==> src/design/rtmp_chunk_header_parser_top_defines.svh <==
// ----------------------------------------------------------------------------
// rtmp chunk header parser assertion macros
// shared concurrent assertion forms for the parser modules
// ----------------------------------------------------------------------------
`ifndef RTMP_CHUNK_HEADER_PARSER_TOP_DEFINES_SVH
`define RTMP_CHUNK_HEADER_PARSER_TOP_DEFINES_SVH

// same-cycle implication, checked outside reset
`define RTMP_CHP_ASSERT_NOW(label, clk, rst, ante, cons, msg) \
   label: assert property (@(posedge clk) disable iff (rst) (ante) |-> (cons)) \
      else $error(msg);

// next-cycle implication, checked outside reset
`define RTMP_CHP_ASSERT_NEXT(label, clk, rst, ante, cons, msg) \
   label: assert property (@(posedge clk) disable iff (rst) (ante) |=> (cons)) \
      else $error(msg);

`endif

==> src/design/rtmp_chp_pkg.sv <==
// ----------------------------------------------------------------------------
// rtmp chunk header parser package
// header formats, field widths, length table and result type
// ----------------------------------------------------------------------------
package rtmp_chp_pkg;

   localparam int unsigned BYTE_W    = 8;
   localparam int unsigned FMT_W     = 2;
   localparam int unsigned CHANNEL_W = 17;
   localparam int unsigned TS_W      = 24;
   localparam int unsigned BODY_W    = 24;
   localparam int unsigned TYPE_W    = 8;
   localparam int unsigned STREAM_W  = 32;
   localparam int unsigned LEN_W     = 4;
   localparam int unsigned EXT_W     = 2;

   typedef enum logic [FMT_W-1:0] {
      FMT_FULL      = 2'd0,
      FMT_NO_STREAM = 2'd1,
      FMT_TS_ONLY   = 2'd2,
      FMT_BASIC     = 2'd3
   } fmt_type;

   localparam logic [LEN_W-1:0] LEN_FULL      = 4'd12;
   localparam logic [LEN_W-1:0] LEN_NO_STREAM = 4'd8;
   localparam logic [LEN_W-1:0] LEN_TS_ONLY   = 4'd4;
   localparam logic [LEN_W-1:0] LEN_BASIC     = 4'd1;

   // channel field codes in the first byte
   localparam logic [5:0] CHAN_EXT_ONE = 6'd0;
   localparam logic [5:0] CHAN_EXT_TWO = 6'd1;

   localparam logic [CHANNEL_W-1:0] CHANNEL_BASE    = 17'd64;
   localparam logic [CHANNEL_W-1:0] CHANNEL_INVALID = '1;

   typedef struct packed {
      logic [FMT_W-1:0]     header_format;
      logic [CHANNEL_W-1:0] channel_id;
      logic [TS_W-1:0]      timestamp;
      logic [BODY_W-1:0]    body_length;
      logic [TYPE_W-1:0]    message_type;
      logic [STREAM_W-1:0]  stream_id;
      logic [LEN_W-1:0]     header_bytes;
   } result_type;

   function automatic logic [LEN_W-1:0] base_len(input logic [FMT_W-1:0] fmt);
      logic [LEN_W-1:0] len;
      unique case (fmt_type'(fmt))
         FMT_FULL:      len = LEN_FULL;
         FMT_NO_STREAM: len = LEN_NO_STREAM;
         FMT_TS_ONLY:   len = LEN_TS_ONLY;
         FMT_BASIC:     len = LEN_BASIC;
         default:       len = LEN_BASIC;
      endcase
      return len;
   endfunction

endpackage

==> src/design/rtmp_chp_req_if.sv <==
// ----------------------------------------------------------------------------
// rtmp chunk header parser request channel
// one raw header byte per request
// ----------------------------------------------------------------------------
interface rtmp_chp_req_if;
   logic                              valid;
   logic                              ready;
   logic [rtmp_chp_pkg::BYTE_W-1:0]   data_byte;

   modport source (output valid, output data_byte, input ready);
   modport sink   (input valid, input data_byte, output ready);
endinterface

==> src/design/rtmp_chp_rsp_if.sv <==
// ----------------------------------------------------------------------------
// rtmp chunk header parser result channel
// one decoded chunk header per result
// ----------------------------------------------------------------------------
interface rtmp_chp_rsp_if;
   logic                                 valid;
   logic                                 ready;
   logic [rtmp_chp_pkg::FMT_W-1:0]       header_format;
   logic [rtmp_chp_pkg::CHANNEL_W-1:0]   channel_id;
   logic [rtmp_chp_pkg::TS_W-1:0]        timestamp;
   logic [rtmp_chp_pkg::BODY_W-1:0]      body_length;
   logic [rtmp_chp_pkg::TYPE_W-1:0]      message_type;
   logic [rtmp_chp_pkg::STREAM_W-1:0]    stream_id;
   logic [rtmp_chp_pkg::LEN_W-1:0]       header_bytes;

   modport source (output valid, output header_format, output channel_id,
                   output timestamp, output body_length, output message_type,
                   output stream_id, output header_bytes, input ready);
   modport sink   (input valid, input header_format, input channel_id,
                   input timestamp, input body_length, input message_type,
                   input stream_id, input header_bytes, output ready);
endinterface

==> src/design/rtmp_chp_decode.sv <==
// ----------------------------------------------------------------------------
// rtmp chunk header decoder
// byte position tracking and field assembly, flags the last header byte
// ----------------------------------------------------------------------------
`include "rtmp_chunk_header_parser_top_defines.svh"

module rtmp_chp_decode (
   input  logic                              clock,
   input  logic                              reset,
   input  logic                              byte_accept,
   input  logic [rtmp_chp_pkg::BYTE_W-1:0]   data_byte,
   output logic                              hdr_done,
   output rtmp_chp_pkg::result_type          hdr_result
);

   logic [rtmp_chp_pkg::LEN_W-1:0]     pos_ff, pos_in;
   logic [rtmp_chp_pkg::FMT_W-1:0]     fmt_ff, fmt_in;
   logic [rtmp_chp_pkg::CHANNEL_W-1:0] chan_ff, chan_in;
   logic [rtmp_chp_pkg::EXT_W-1:0]     ext_ff, ext_in;
   logic [rtmp_chp_pkg::TS_W-1:0]      ts_ff, ts_in;
   logic [rtmp_chp_pkg::BODY_W-1:0]    body_ff, body_in;
   logic [rtmp_chp_pkg::TYPE_W-1:0]    type_ff, type_in;
   logic [rtmp_chp_pkg::STREAM_W-1:0]  stream_ff, stream_in;

   logic [rtmp_chp_pkg::LEN_W-1:0]     field_pos;
   logic [rtmp_chp_pkg::LEN_W-1:0]     total_len;
   logic [rtmp_chp_pkg::LEN_W:0]       pos_next;
   logic                               last_byte;

   always_comb begin
      fmt_in    = fmt_ff;
      chan_in   = chan_ff;
      ext_in    = ext_ff;
      ts_in     = ts_ff;
      body_in   = body_ff;
      type_in   = type_ff;
      stream_in = stream_ff;
      field_pos = pos_ff - {2'b00, ext_ff};

      if (pos_ff == '0) begin
         fmt_in = data_byte[7:6];
         if (data_byte[5:0] == rtmp_chp_pkg::CHAN_EXT_ONE) begin
            ext_in  = 2'd1;
            chan_in = rtmp_chp_pkg::CHANNEL_BASE;
         end else if (data_byte[5:0] == rtmp_chp_pkg::CHAN_EXT_TWO) begin
            ext_in  = 2'd2;
            chan_in = rtmp_chp_pkg::CHANNEL_BASE;
         end else begin
            ext_in  = 2'd0;
            chan_in = {11'd0, data_byte[5:0]};
         end
      end else if (pos_ff <= {2'b00, ext_ff}) begin
         // little-endian extension on top of the base of 64
         if (pos_ff == 4'd1) begin
            chan_in = chan_ff + {9'd0, data_byte};
         end else begin
            chan_in = chan_ff + {1'b0, data_byte, 8'd0};
         end
      end else if (field_pos <= 4'd3) begin
         ts_in = {ts_ff[15:0], data_byte};
      end else if (field_pos <= 4'd6) begin
         body_in = {body_ff[15:0], data_byte};
      end else if (field_pos == 4'd7) begin
         type_in = data_byte;
      end else if (field_pos <= 4'd11) begin
         case (field_pos[1:0])
            2'd0:    stream_in[7:0]   = data_byte;
            2'd1:    stream_in[15:8]  = data_byte;
            2'd2:    stream_in[23:16] = data_byte;
            default: stream_in[31:24] = data_byte;
         endcase
      end

      total_len = rtmp_chp_pkg::base_len(fmt_in) + {2'b00, ext_in};
      pos_next  = {1'b0, pos_ff} + 5'd1;
      last_byte = pos_next >= {1'b0, total_len};
      pos_in    = last_byte ? '0 : pos_next[rtmp_chp_pkg::LEN_W-1:0];
   end

   assign hdr_done = byte_accept && last_byte;

   always_comb begin
      hdr_result.header_format = fmt_in;
      hdr_result.channel_id    = chan_in;
      hdr_result.timestamp     = ts_in;
      hdr_result.body_length   = body_in;
      hdr_result.message_type  = type_in;
      hdr_result.stream_id     = stream_in;
      hdr_result.header_bytes  = total_len;
   end

   always_ff @(posedge clock) begin
      if (reset) begin
         pos_ff    <= '0;
         fmt_ff    <= '0;
         chan_ff   <= rtmp_chp_pkg::CHANNEL_INVALID;
         ext_ff    <= '0;
         ts_ff     <= '0;
         body_ff   <= '0;
         type_ff   <= '0;
         stream_ff <= '0;
      end else if (byte_accept) begin
         pos_ff    <= pos_in;
         fmt_ff    <= fmt_in;
         chan_ff   <= chan_in;
         ext_ff    <= ext_in;
         ts_ff     <= ts_in;
         body_ff   <= body_in;
         type_ff   <= type_in;
         stream_ff <= stream_in;
      end
   end

   `RTMP_CHP_ASSERT_NOW(a_pos_range, clock, reset, 1'b1, pos_ff < 4'd14, "byte position past header end")
   `RTMP_CHP_ASSERT_NOW(a_ext_range, clock, reset, 1'b1, ext_ff != 2'd3, "bad extension byte count")
   `RTMP_CHP_ASSERT_NEXT(a_done_rewinds, clock, reset, hdr_done, pos_ff == '0, "position not cleared after header")

endmodule

==> src/design/rtmp_chp_outbuf.sv <==
// ----------------------------------------------------------------------------
// rtmp chunk header result buffer
// output register plus skid entry so bytes keep flowing while a result waits
// ----------------------------------------------------------------------------
`include "rtmp_chunk_header_parser_top_defines.svh"

module rtmp_chp_outbuf (
   input  logic                       clock,
   input  logic                       reset,
   input  logic                       in_valid,
   input  rtmp_chp_pkg::result_type   in_data,
   output logic                       in_ready,
   output logic                       out_valid,
   output rtmp_chp_pkg::result_type   out_data,
   input  logic                       out_ready
);

   logic                     main_valid_ff;
   logic                     skid_valid_ff;
   rtmp_chp_pkg::result_type main_ff;
   rtmp_chp_pkg::result_type skid_ff;

   assign in_ready  = !skid_valid_ff;
   assign out_valid = main_valid_ff;
   assign out_data  = main_ff;

   always_ff @(posedge clock) begin
      if (reset) begin
         main_valid_ff <= 1'b0;
         skid_valid_ff <= 1'b0;
      end else if (!main_valid_ff || out_ready) begin
         if (skid_valid_ff) begin
            // no new request can arrive while the skid entry is full
            main_valid_ff <= 1'b1;
            skid_valid_ff <= 1'b0;
         end else begin
            main_valid_ff <= in_valid;
         end
      end else if (in_valid) begin
         skid_valid_ff <= 1'b1;
      end
   end

   always_ff @(posedge clock) begin
      if (!main_valid_ff || out_ready) begin
         main_ff <= skid_valid_ff ? skid_ff : in_data;
      end else if (in_valid) begin
         skid_ff <= in_data;
      end
   end

   `RTMP_CHP_ASSERT_NOW(a_skid_behind_main, clock, reset, skid_valid_ff, main_valid_ff, "skid entry full with output empty")
   `RTMP_CHP_ASSERT_NOW(a_no_overrun, clock, reset, in_valid, !skid_valid_ff, "result arrived with buffer full")
   `RTMP_CHP_ASSERT_NEXT(a_stall_to_skid, clock, reset, main_valid_ff && !out_ready && in_valid, skid_valid_ff, "stalled result not held in skid entry")

endmodule

==> src/design/rtmp_chunk_header_parser_top.sv <==
// ----------------------------------------------------------------------------
// rtmp chunk header parser top level
// parses rtmp chunk headers one byte per request into decoded header results
// ----------------------------------------------------------------------------
// Takes one header byte per cycle with no gaps needed, while the result buffer
// has room. A header of 1 to 14 bytes produces one result, registered into the
// output register and offered from it; while that register holds a result the
// sink has not taken, the new result waits in the skid entry. The two entries
// decouple the sides: the byte side stalls only while both hold results that the
// sink has not taken. Fields a short header format leaves out report stored values.
module rtmp_chunk_header_parser_top (
   input  logic             clock,
   input  logic             reset,
   rtmp_chp_req_if.sink     req_if,
   rtmp_chp_rsp_if.source   rsp_if
);

   logic                     byte_accept;
   logic                     hdr_done;
   logic                     buf_ready;
   rtmp_chp_pkg::result_type hdr_result;
   rtmp_chp_pkg::result_type rsp_data;

   assign req_if.ready = buf_ready;
   assign byte_accept  = req_if.valid && buf_ready;

   rtmp_chp_decode u_decode (
      .clock       (clock),
      .reset       (reset),
      .byte_accept (byte_accept),
      .data_byte   (req_if.data_byte),
      .hdr_done    (hdr_done),
      .hdr_result  (hdr_result)
   );

   rtmp_chp_outbuf u_outbuf (
      .clock     (clock),
      .reset     (reset),
      .in_valid  (hdr_done),
      .in_data   (hdr_result),
      .in_ready  (buf_ready),
      .out_valid (rsp_if.valid),
      .out_data  (rsp_data),
      .out_ready (rsp_if.ready)
   );

   assign rsp_if.header_format = rsp_data.header_format;
   assign rsp_if.channel_id    = rsp_data.channel_id;
   assign rsp_if.timestamp     = rsp_data.timestamp;
   assign rsp_if.body_length   = rsp_data.body_length;
   assign rsp_if.message_type  = rsp_data.message_type;
   assign rsp_if.stream_id     = rsp_data.stream_id;
   assign rsp_if.header_bytes  = rsp_data.header_bytes;

endmodule

==> src/flat_wrapper.sv <==
// flat-port wrapper written by rule: the top's interface ports become plain ports
module rtmp_chunk_header_parser_top_flat 
  (clock, reset, req_if_valid, req_if_data_byte, req_if_ready, rsp_if_valid, rsp_if_header_format, rsp_if_channel_id, rsp_if_timestamp, rsp_if_body_length, rsp_if_message_type, rsp_if_stream_id, rsp_if_header_bytes, rsp_if_ready);
  rtmp_chp_req_if req_if_i ();
  rtmp_chp_rsp_if rsp_if_i ();
  input  logic clock;
  input  logic reset;
  input wire logic [$bits(req_if_i.valid)-1:0] req_if_valid;
  input wire logic [$bits(req_if_i.data_byte)-1:0] req_if_data_byte;
  output wire logic [$bits(req_if_i.ready)-1:0] req_if_ready;
  output wire logic [$bits(rsp_if_i.valid)-1:0] rsp_if_valid;
  output wire logic [$bits(rsp_if_i.header_format)-1:0] rsp_if_header_format;
  output wire logic [$bits(rsp_if_i.channel_id)-1:0] rsp_if_channel_id;
  output wire logic [$bits(rsp_if_i.timestamp)-1:0] rsp_if_timestamp;
  output wire logic [$bits(rsp_if_i.body_length)-1:0] rsp_if_body_length;
  output wire logic [$bits(rsp_if_i.message_type)-1:0] rsp_if_message_type;
  output wire logic [$bits(rsp_if_i.stream_id)-1:0] rsp_if_stream_id;
  output wire logic [$bits(rsp_if_i.header_bytes)-1:0] rsp_if_header_bytes;
  input wire logic [$bits(rsp_if_i.ready)-1:0] rsp_if_ready;
  assign req_if_i.valid = req_if_valid;
  assign req_if_i.data_byte = req_if_data_byte;
  assign req_if_ready = req_if_i.ready;
  assign rsp_if_valid = rsp_if_i.valid;
  assign rsp_if_header_format = rsp_if_i.header_format;
  assign rsp_if_channel_id = rsp_if_i.channel_id;
  assign rsp_if_timestamp = rsp_if_i.timestamp;
  assign rsp_if_body_length = rsp_if_i.body_length;
  assign rsp_if_message_type = rsp_if_i.message_type;
  assign rsp_if_stream_id = rsp_if_i.stream_id;
  assign rsp_if_header_bytes = rsp_if_i.header_bytes;
  assign rsp_if_i.ready = rsp_if_ready;
  rtmp_chunk_header_parser_top u_core (.clock(clock), .reset(reset), .req_if(req_if_i), .rsp_if(rsp_if_i));
endmodule
==> config.mk <==
export PLATFORM = sky130hd
export DESIGN_NAME = rtmp_chunk_header_parser_top_flat
export DESIGN_NICKNAME = d
export VERILOG_FILES = /design/src/design/rtmp_chp_pkg.sv /design/src/design/rtmp_chp_req_if.sv /design/src/design/rtmp_chp_rsp_if.sv /design/src/design/rtmp_chp_decode.sv /design/src/design/rtmp_chp_outbuf.sv /design/src/design/rtmp_chunk_header_parser_top.sv /design/src/flat_wrapper.sv
export VERILOG_INCLUDE_DIRS = /design/src /design/src/design
export SDC_FILE = /design/constraint.sdc
export NUM_CORES = 1
export LEC_CHECK = 0
export BUFFER_PORTS_ARGS = -buffer_cell sky130_fd_sc_hd__clkbuf_2
export CAP_MARGIN = 20
export CORE_ASPECT_RATIO = 1.1
export CORE_MARGIN = 2
export CORE_UTILIZATION = 26
export CTS_CLUSTER_SIZE = 28
export DETAILED_ROUTE_END_ITERATION = 8
export MAX_ROUTING_LAYER = met4
export PLACE_DENSITY = 0.52
export SETUP_SLACK_MARGIN = 0.5
export SLEW_MARGIN = 20
export SYNTH_ARGS = -nofsm -noshare
export SYNTH_HDL_FRONTEND = slang
export SYNTH_SLANG_ARGS = --single-unit
export TNS_END_PERCENT = 10
==> constraint.sdc <==
create_clock -name clock -period 14.8 [get_ports clock]
set_input_delay 2.22 -clock clock [delete_from_list [all_inputs] [get_ports clock]]
set_output_delay 2.22 -clock clock [all_outputs]
set_load 0.01 [all_outputs]
==> results of run 1 <==
## layer usage
| metal | GRT usage | share of wire | wire, um | vias up |
|---|---|---|---|---|
| li1 | - | - | - | 4580 |
| met1 | 0.163 | 0.47 | 17100 | 4646 |
| met2 | 0.196 | 0.47 | 17100 | 185 |
| met3 | 0.0301 | 0.051 | 1880 | 48 |
| met4 | 0.0311 | 0.017 | 608 | 0 |
| met5 | - | 0 | 0 | - |
## through the flow
step,cell area [um^2],power [uW],utilization
final,17500,2230,0.311
after global routing,17500,2330,0.311
after CTS,17400,2270,0.310
after detailed placement,16300,1370,0.289
after global placement,16300,1370,0.289
after floorplan,14900,1270,-
## tightest hold or removal path: stages (launching register included)
cell and delay, ns:
dfxtp_1 0.31, nand2_1 0.05, a21oi_1 0.05
## layout by cell type, fill, tap and decap left out, types with 4 or more instances in the layout
| cell | count |
|---|---|
| nor3_1 | 19 |
| inv_1 | 26 |
| dfxtp_1 | 115 |
| clkinv_2 | 9 |
| mux2_2 | 184 |
| a221o_1 | 5 |
| a21oi_1 | 79 |
| clkbuf_16 | 38 |
| edfxtp_1 | 222 |
| nor2b_1 | 4 |
| nand2_1 | 139 |
| nand3_1 | 10 |
| nand2b_1 | 10 |
| ha_1 | 26 |
| mux2i_1 | 36 |
| clkbuf_2 | 124 |
| a211oi_1 | 13 |
| nand4_1 | 4 |
| o211ai_1 | 6 |
| clkinvlp_4 | 4 |
| clkinv_1 | 4 |
| o31ai_1 | 7 |
| a31oi_1 | 5 |
| buf_4 | 13 |
| o21ai_0 | 40 |
| a21o_1 | 8 |
| xor2_1 | 10 |
| xnor2_1 | 9 |
| a22oi_1 | 4 |
| nor2_1 | 77 |
| clkbuf_1 | 4 |
## final cells by class
class	count	area (um^2)
Fill cell	5682	38800
Sequential cell	337	8970
Multi-Input combinational cell	757	5550
Clock buffer	44	993
Tap cell	744	931
Timing Repair Buffer	139	757
Clock inverter	23	171
Inverter	27	104
Antenna cell	2	5.00
## final timing paths
path | cells after the start | endpoint | from | slack, ns
worst min-delay path | 2 | u_core.u_decode.ts_ff[17]$_SDFFE_PP0P_ | u_core.u_decode.ts_ff[17]$_SDFFE_PP0P_ | 0.45
worst max-delay path | 15 | u_core.u_outbuf.skid_ff[27]$_DFFE_PP_ | req_if_data_byte[5] | 9.31
worst min register to register | 2 | u_core.u_decode.ts_ff[17]$_SDFFE_PP0P_ | u_core.u_decode.ts_ff[17]$_SDFFE_PP0P_ | 0.45
worst max register to register | 15 | u_core.u_outbuf.skid_ff[27]$_DFFE_PP_ | u_core.u_decode.pos_ff[0]$_SDFFE_PP0P_ | 10.31
## flip-flops by register name (all words and copies together), names as in the netlist
name                           count
u_core.u_outbuf.out_data         111
u_core.u_decode.type_ff            8
u_core.u_decode.stream_ff         32
u_core.u_outbuf.out_valid          1
u_core.u_decode.chan_ff           17
u_core.u_outbuf.skid_ff          111
u_core.u_decode.fmt_ff             2
u_core.u_decode.ts_ff             24
u_core.u_outbuf.skid_valid_ff      1
u_core.u_decode.ext_ff             2
u_core.u_decode.body_ff           24
u_core.u_decode.pos_ff             4
## logic make-up (layout without fill, tap and decap cells)
group | count (synthesis) | after routing | synth area share
DFF | 337 | 337 | 0.604
and+or+nand+nor | 291 | 291 | 0.0868
muxes | 220 | 220 | 0.164
AOI/OAI and AO/OA | 198 | 198 | 0.0835
buffers and inverters | 96 | 233 | 0.0251
adders and majority gates | 29 | 29 | 0.0259
xor gates and xnor gates | 19 | 19 | 0.0112
other | 0 | 2 | 0
## where the power goes
| part | switching, uW | internal, uW | leakage, uW |
|---|---|---|---|
| Clock | 382 | 502 | 0.000568 |
| Sequential | 25.5 | 1050 | 0.00336 |
| Combinational | 170 | 102 | 0.00296 |
| Total | 578 | 1650 | 0.00690 |
==> impl_metrics.tcl, run 1 <==
set metrics [dict create \
    worst_path_most_repeated_cell "ha_1" \
    synth_commonest_cells "222 x edfxtp_1, 184 x mux2_2, 140 x nand2_1, 115 x dfxtp_1, 79 x a21oi_1" \
    wl_per_cell_um 17.7 \
    vias 9459 \
    cp_cell_sequence "clkbuf_2, or4_1, nor2_1, a22oi_1, nor3_1, ha_1, xor2_1, inv_1, ha_1, a21o_1, a21oi_1, nand2b_1, nor2_4, buf_4, buf_16" \
    syn_area_um2 14900 \
    core_area_um2 56200 \
    status "completed" \
    p_leak_uw 0.00690 \
    clkTransAtPathRegs_ns 0.06 \
    critical_path_class "input port to register" \
    io_pins 125 \
    clockBufferDepth 3 \
    ys.warnings.count 0 \
    min_path_type "register to register" \
    initial_utilization 0.264 \
    ys.flop_type "edfxtp_1" \
    ys_ff_latch 337 \
    fin_cells 2073 \
    hold_viol 0 \
    power_density_nw_per_um2 128 \
    ctsHoldBuffers 0 \
    grt_pass1_vias 9183 \
    cts_made_buffers 37 \
    route.final.wire_length_mm 36.7 \
    synthesis.nets 1231 \
    critPathArrivalTime_ns 5.69 \
    grt_pass1_wl_mm 56.0 \
    holdWs_ns 0.451 \
    fp.dieW_um 232 \
    viasPerCell 4.56 \
    place_inst 2002 \
    port_buffers 124 \
    areaGrowthSynthToFinish_pct 17.6 \
    dp_hpwl_mm 23.2 \
    syn-mean-instance-area_um2 12.5 \
    overflow 0 \
    maxCapViolations 0 \
    antenna_found_initial 1 \
    setup_viol 0 \
    drtIter0Drc 513 \
    cts_tree "done" \
    synth_top_cell_by_area "edfxtp_1" \
    grt.total_usage 0.125 \
    clkLatencyLatePin_ns 0.53 \
    fin_crit_ns 5.49 \
    crit_slowest_cell "or4_1" \
    critical_path_buf_inv_count 4 \
    fin_tns_setup_ns 0 \
    ant_nets 0 \
    synth_area_leaders "edfxtp_1 45%, dfxtp_1 15%, mux2_2 14%" \
    worstPathMaxFanout 53 \
    synth_edf_count 222 \
    yosysMostFrequentCell "edfxtp_1" \
    worstSetupStartpointType "input port" \
    drt_first_pass_iters 5 \
    postSynth.asyncResetShare 0 \
    synth.distinct_cells 61 \
    cp_top_family "simple AND/OR/NAND/NOR gates" \
    htree_levels 2 \
    cts.sinks 337 \
    grt_max_degree 87 \
    post-cts-setup-buffer-count 0 \
    fin_crit_sh 0.371 \
    cts_resized 0 \
    core.rowCount 91 \
    crit_path_end_kind "register" \
    slew-limit-headroom 0.317 \
    drc 0 \
    peakVddDrop_uv 68.5 \
    rsz0062_at_grt "false" \
    synth_top_area_frac 0.449 \
    worst_slack_ns 9.31 \
    crit_required_ns 15.00 \
    drive_gt1_frac 0.304 \
    clock.fmax_mhz 182 \
    synth_cells 1190 \
    fin_nets 1340 \
    worst_pin_slew_ns 1.02 \
    dieArea_um2 59100 \
    max_stage_delay_ns 0.63 \
    slew_viol_final 0 \
    clock_skew_ns 0.0161 \
    gp_congestion 0.825 \
    cts_root_buffer "clkbuf_16" \
    dpl_worst_slack_ns 8.52 \
    ys_seq_area_frac 0.604 \
    die-height_um 255 \
]
Power figures use the tool's default switching activity.
==> run 2, diff against run 1 <==
- PLACE_DENSITY: 0.52 -> 0.54
- clock period: 14.8 -> 4.55 ns (I/O delays scaled with it)
==> impl_metrics.tcl, run 2 (same netlist as run 1, synthesis figures left out) <==
set metrics [dict create \
    status "completed" \
    grt_pass1_vias 9419 \
    max_stage_delay_ns 0.38 \
    p_leak_uw 0.00693 \
    drt_first_pass_iters 5 \
    cts.sinks 337 \
    crit_slowest_cell "dfxtp_1" \
    drtIter0Drc 777 \
    ant_nets 0 \
    crit_required_ns 4.73 \
    final_common_cell "edfxtp_1" \
    min_path_type "register to register" \
    overflow 0 \
    fin_cells 2082 \
    slew_viol_final 0 \
    antenna_found_initial 1 \
    fp.dieW_um 232 \
    worstSetupStartpointType "register" \
    clock.fmax_mhz 266 \
    grt_pass1_wl_mm 57.2 \
    cts_root_buffer "clkbuf_16" \
    die-height_um 255 \
    clkLatencyLatePin_ns 0.54 \
    grt_max_degree 80 \
    post-cts-setup-buffer-count 0 \
    fin_nets 1350 \
    viasPerCell 4.59 \
    areaGrowthSynthToFinish_pct 18.2 \
    route.final.wire_length_mm 37.4 \
    cts_made_buffers 37 \
    cp_cell_sequence "inv_1, ha_1, and2_2, nand2_1, o32ai_1, ha_2, xor2_1, inv_1, ha_1, a21o_1, a21oi_2, nand2b_4, nor2_4, buf_12" \
    htree_levels 2 \
    core_area_um2 56200 \
    gp_congestion 0.828 \
    final_cell_mix "222 x edfxtp_1, 184 x mux2_2, 139 x nand2_1" \
    worst_pin_slew_ns 1.10 \
    grt.total_usage 0.129 \
    clock_skew_ns 0.0234 \
    peakVddDrop_uv 215 \
    port_buffers 124 \
    wl_per_cell_um 18.0 \
    setup_viol 0 \
    critical_path_class "register to register" \
    rsz0062_at_grt "false" \
    vias 9559 \
    dieArea_um2 59100 \
    ctsHoldBuffers 0 \
    fin_crit_sh 0.827 \
    power_density_nw_per_um2 412 \
    clkTransAtPathRegs_ns 0.06 \
    fin_crit_ns 3.76 \
    dp_hpwl_mm 24.6 \
    core.rowCount 91 \
    clockBufferDepth 3 \
    initial_utilization 0.264 \
    worstPathMaxFanout 72 \
    cts_tree "done" \
    final_area_um2 17600 \
    drive_gt1_frac 0.314 \
    drc 0 \
    dpl_cell_area_um2 16400 \
    crit_path_end_kind "register" \
    maxCapViolations 0 \
    place_inst 2014 \
    io_pins 125 \
    critPathArrivalTime_ns 3.94 \
    slew-limit-headroom 0.265 \
    hold_viol 0 \
]
==> run 2: worst paths after layout <==
| kind | from | to | slack [ns] | cells past startpoint |
|---|---|---|---|---|
| worst max-delay path | u_core.u_decode.pos_ff[0]$_SDFFE_PP0P_ | u_core.u_outbuf.skid_ff[8]$_DFFE_PP_ | 0.79 | 14 |
| worst min-delay path | u_core.u_decode.ts_ff[16]$_SDFFE_PP0P_ | u_core.u_decode.ts_ff[16]$_SDFFE_PP0P_ | 0.45 | 2 |
| worst max register to register | u_core.u_decode.pos_ff[0]$_SDFFE_PP0P_ | u_core.u_outbuf.skid_ff[8]$_DFFE_PP_ | 0.79 | 14 |
| worst min register to register | u_core.u_decode.ts_ff[16]$_SDFFE_PP0P_ | u_core.u_decode.ts_ff[16]$_SDFFE_PP0P_ | 0.45 | 2 |
==> run 2: timing repair <==
| action | in CTS | in global routing |
|---|---|---|
| resized for setup | 0 | 2 |
| endpoints found under the hold margin | 0 | 0 |
| setup endpoints to repair | 0 | 111 |
==> run 2: power by group <==
group / internal [uW] / leakage [uW] / switching (uW)
logic: 343 / 0.00301 / 569
clock network: 1590 / 0.000556 / 1240
registers: 3410 / 0.00336 / 85.2
total: 5350 / 0.00693 / 1890
==> run 2: per-layer routing <==
metal,global-route usage,part of all wire
met5,-,0
met4,0.0368,0.023
met3,0.0265,0.046
met2,0.204,0.47
met1,0.167,0.46
==> run 2: layout make-up <==
| type | instances | area [um^2] |
|---|---|---|
| fillers | 5699 | 38700 |
| flip-flops and latches | 337 | 8970 |
| multi-input cells | 757 | 5590 |
| clock buffers | 51 | 1020 |
| well taps | 744 | 931 |
| repair buffers | 149 | 827 |
| clock inverters | 16 | 121 |
| inverters | 27 | 104 |
| diodes | 1 | 2.50 |
==> run 2: through the flow <==
| stage | setup WS [ns] | util | TNS [ns] | hold slack (ns) | total power [uW] |
|---|---|---|---|---|---|
| floorplan | -3.29 | - | -364.94 | 0.433 | 4130 |
| global placement | 0.540 | 0.292 | 0 | 0.439 | 4480 |
| detailed placement | 0.470 | 0.292 | 0 | 0.444 | 4480 |
| CTS | 0.521 | 0.312 | 0 | 0.453 | 7340 |
| global route | 0.510 | 0.312 | 0 | 0.481 | 7550 |
| finish | 0.788 | 0.312 | 0 | 0.450 | 7240 |
==> run 2: worst max-delay path: cells and delay by family (launching register included) <==
kind                     cells  cell delay [ns]
AND/OR/NAND/NOR              4             0.79
adder cells (fa/ha/maj)      3             0.84
AO/OA/AOI/OAI                3             0.54
buffers and inverters        3             0.55
XOR/XNOR                     1             0.25
flip-flops                   1             0.38
==> run 3, diff against run 2 <==
- ABC_AREA: unset -> 1
- clock period: 4.55 -> 3.1 ns (I/O delays scaled with it)
==> impl_metrics.tcl, run 3 <==
set metrics [dict create \
    reg2reg_from "u_core.u_decode.pos_ff[3]$_SDFFE_PP0P_" \
    synth_top_area_frac 0.432 \
    cts_tree "done" \
    fp.dieW_um 236 \
    synth.distinct_cells 39 \
    grt.total_usage 0.139 \
    p_leak_uw 0.00886 \
    rsz0062_at_grt "true" \
    clkTransAtPathRegs_ns 0.06 \
    synth_top_cell_by_area "edfxtp_1" \
    syn_area_um2 15400 \
    areaGrowthSynthToFinish_pct 24.0 \
    cts.sinks 337 \
    maxCapViolations 0 \
    fin_nets 1970 \
    clock_skew_ns 0.0198 \
    peakVddDrop_uv 331 \
    grtUsageMet1 0.174 \
    crit_path_end_kind "register" \
    final_cell_mix "585 x nand2_1, 222 x edfxtp_1, 197 x inv_1" \
    ant_nets 0 \
    critPathArrivalTime_ns 3.15 \
    port_buffers 124 \
    initial_utilization 0.263 \
    status "completed" \
    synth_edf_count 222 \
    vias 12000 \
    reg2reg_to "u_core.u_outbuf.skid_ff[10]$_DFFE_PP_" \
    setup_viol 0 \
    core_area_um2 58600 \
    synthesis.nets 1793 \
    slew_viol_final 0 \
    overflow 0 \
    clock_power_share 0.344 \
    drive_gt1_frac 0.188 \
    yosysMostFrequentCell "nand2_1" \
    final_common_cell "nand2_1" \
    ys_ff_latch 337 \
    drt_first_pass_iters 6 \
    worstSetupStartpointType "register" \
    grt_pass1_wl_mm 64.7 \
    drtIter0Drc 772 \
    ys.flop_type "edfxtp_1" \
    fin_crit_ns 2.89 \
    slew-limit-headroom 0.408 \
    reg2reg_depth 16 \
    synth_area_leaders "edfxtp_1 43%, dfxtp_1 15%, nand2_1 14%" \
    p_switching_uw 4020 \
    grt_max_degree 104 \
    place_inst 2615 \
    synth_commonest_cells "592 x nand2_1, 222 x edfxtp_1, 205 x inv_1, 141 x nor2_1, 115 x dfxtp_1" \
    worstPathMaxFanout 8 \
    combPwrFrac 0.225 \
    seq_power_share 0.431 \
    fin_cells 2721 \
    globalRouteMet2Util 0.230 \
    top_usage_layer "met2" \
    htree_levels 2 \
    min_path_type "input port to register" \
    drc 0 \
    viasPerCell 4.41 \
    critical_path_class "register to register" \
    grtUsageMet3 0.0251 \
    dpl_worst_slack_ns -0.0439 \
    crit_required_ns 3.36 \
    cts_root_buffer "clkbuf_16" \
    diodes 0 \
    hp-start "req_if_data_byte[5]" \
    dieArea_um2 61300 \
    synth_cells 1752 \
    antenna_found_initial 0 \
    swShare 0.302 \
    dpl_cell_area_um2 17300 \
    io_pins 125 \
    power_density_nw_per_um2 695 \
    die-height_um 260 \
    dp_hpwl_mm 27.8 \
    route.final.wire_length_mm 41.8 \
    internal-power_uw 9280 \
    clkLatencyLatePin_ns 0.56 \
    ys.warnings.count 0 \
    postSynth.asyncResetShare 0 \
    worst_slack_ns 0.210 \
    final_util 0.326 \
    reg2reg_slack_ns 0.21 \
    multi_input_area_um2 5530 \
    power_uw 13300 \
    final_area_um2 19100 \
    gp_congestion 0.886 \
    cts_made_buffers 40 \
    hold_viol 0 \
    syn-mean-instance-area_um2 8.81 \
    grt_pass1_vias 11400 \
    core.rowCount 93 \
    wl_per_cell_um 15.4 \
    fillers 6086 \
    worst_pin_slew_ns 0.888 \
    worstHoldPathCells 6 \
    ys_seq_area_frac 0.581 \
    seq_area_um2 8980 \
    clockBufferDepth 3 \
    ctsHoldBuffers 0 \
    hold_path_end "u_core.u_decode.stream_ff[5]$_SDFFE_PP0P_" \
    fin_crit_sh 0.932 \
    clock.fmax_mhz 346 \
]
-- run 3: power groups by stage --
stage | combinational [uW] | clock [uW] | sequential [uW]
2_1_floorplan | 1570 | 0 | 5970
3_3_place_gp | 2770 | 0 | 5850
3_5_place_dp | 2810 | 0 | 5850
4_1_cts | 2990 | 4710 | 5760
5_1_grt | 3350 | 4870 | 5800
6_report | 3000 | 4570 | 5730
-- run 3: final cells by class --
| type | instances | share of cell area |
|---|---|---|
| inverters | 211 | 0.0422 |
| repair buffers | 212 | 0.0834 |
| well taps | 760 | 0.0497 |
| flip-flops and latches | 337 | 0.469 |
| clock inverters | 19 | 0.00922 |
| clock buffers | 55 | 0.0574 |
| multi-input cells | 1127 | 0.289 |
-- run 3: critical path, stage by stage (launching register included) --
cell	delay (ns)
dfxtp_1	0.35
nor2_4	0.23
nand2_4	0.12
o21ai_4	0.20
nand2_4	0.08
buf_4	0.14
xor2_2	0.17
ha_1	0.30
o21ai_2	0.06
a21boi_2	0.10
o21ai_1	0.08
nand3b_1	0.09
nand2_2	0.08
nor2_4	0.15
buf_6	0.14
buf_12	0.14
clkbuf_16	0.16
-- run 3: through the flow --
| step | hold WS (ns) | TNS (ns) |
|---|---|---|
| finish | 0.403 | 0 |
| global placement | 0.478 | -2.43 |
| CTS | 0.380 | 0 |
| detailed placement | 0.498 | -1.49 |
| global route | 0.436 | 0 |
| floorplan | 0.462 | -463.27 |
-- run 3: how the worst max path moves through the flow --
stage / startpoint / endpoint / cells after the start
final: u_core.u_decode.pos_ff[3]$_SDFFE_PP0P_ / u_core.u_outbuf.skid_ff[10]$_DFFE_PP_ / 16
after floorplan: u_core.u_decode.pos_ff[0]$_SDFFE_PP0P_ / u_core.u_outbuf.skid_ff[0]$_DFFE_PP_ / 15
after CTS: u_core.u_decode.ext_ff[0]$_SDFFE_PP0P_ / u_core.u_outbuf.out_data[19]$_DFFE_PP_ / 13
after global routing: u_core.u_decode.pos_ff[1]$_SDFFE_PP0P_ / u_core.u_outbuf.skid_ff[10]$_DFFE_PP_ / 19
after detailed placement: req_if_data_byte[2] / u_core.u_outbuf.skid_ff[85]$_DFFE_PP_ / 18
after global placement: req_if_data_byte[2] / u_core.u_outbuf.skid_ff[85]$_DFFE_PP_ / 18
-- run 3: repair_timing --
| action | in CTS | in global routing |
|---|---|---|
| gates resized for setup | 20 | 14 |
| gates cloned | 6 | 1 |
| setup endpoints to repair | 202 | 349 |
| pin swaps | 9 | 15 |
| setup buffers | 20 | 5 |
-- run 3: cells by family after synthesis --
logic type,after synthesis,synth area share
fa+ha+maj,29,0.0250
flops,337,0.581
xor+xnor,11,0.00721
buf+inv,290,0.0759
simple gates,809,0.209
compound gates,275,0.102
mux,1,0.000648
-- run 3: metal layers --
metal | up-vias | share of wire
met4 | 0 | 0.020
met5 | - | 0
li1 | 6018 | -
met2 | 303 | 0.49
met3 | 53 | 0.052
met1 | 5638 | 0.44
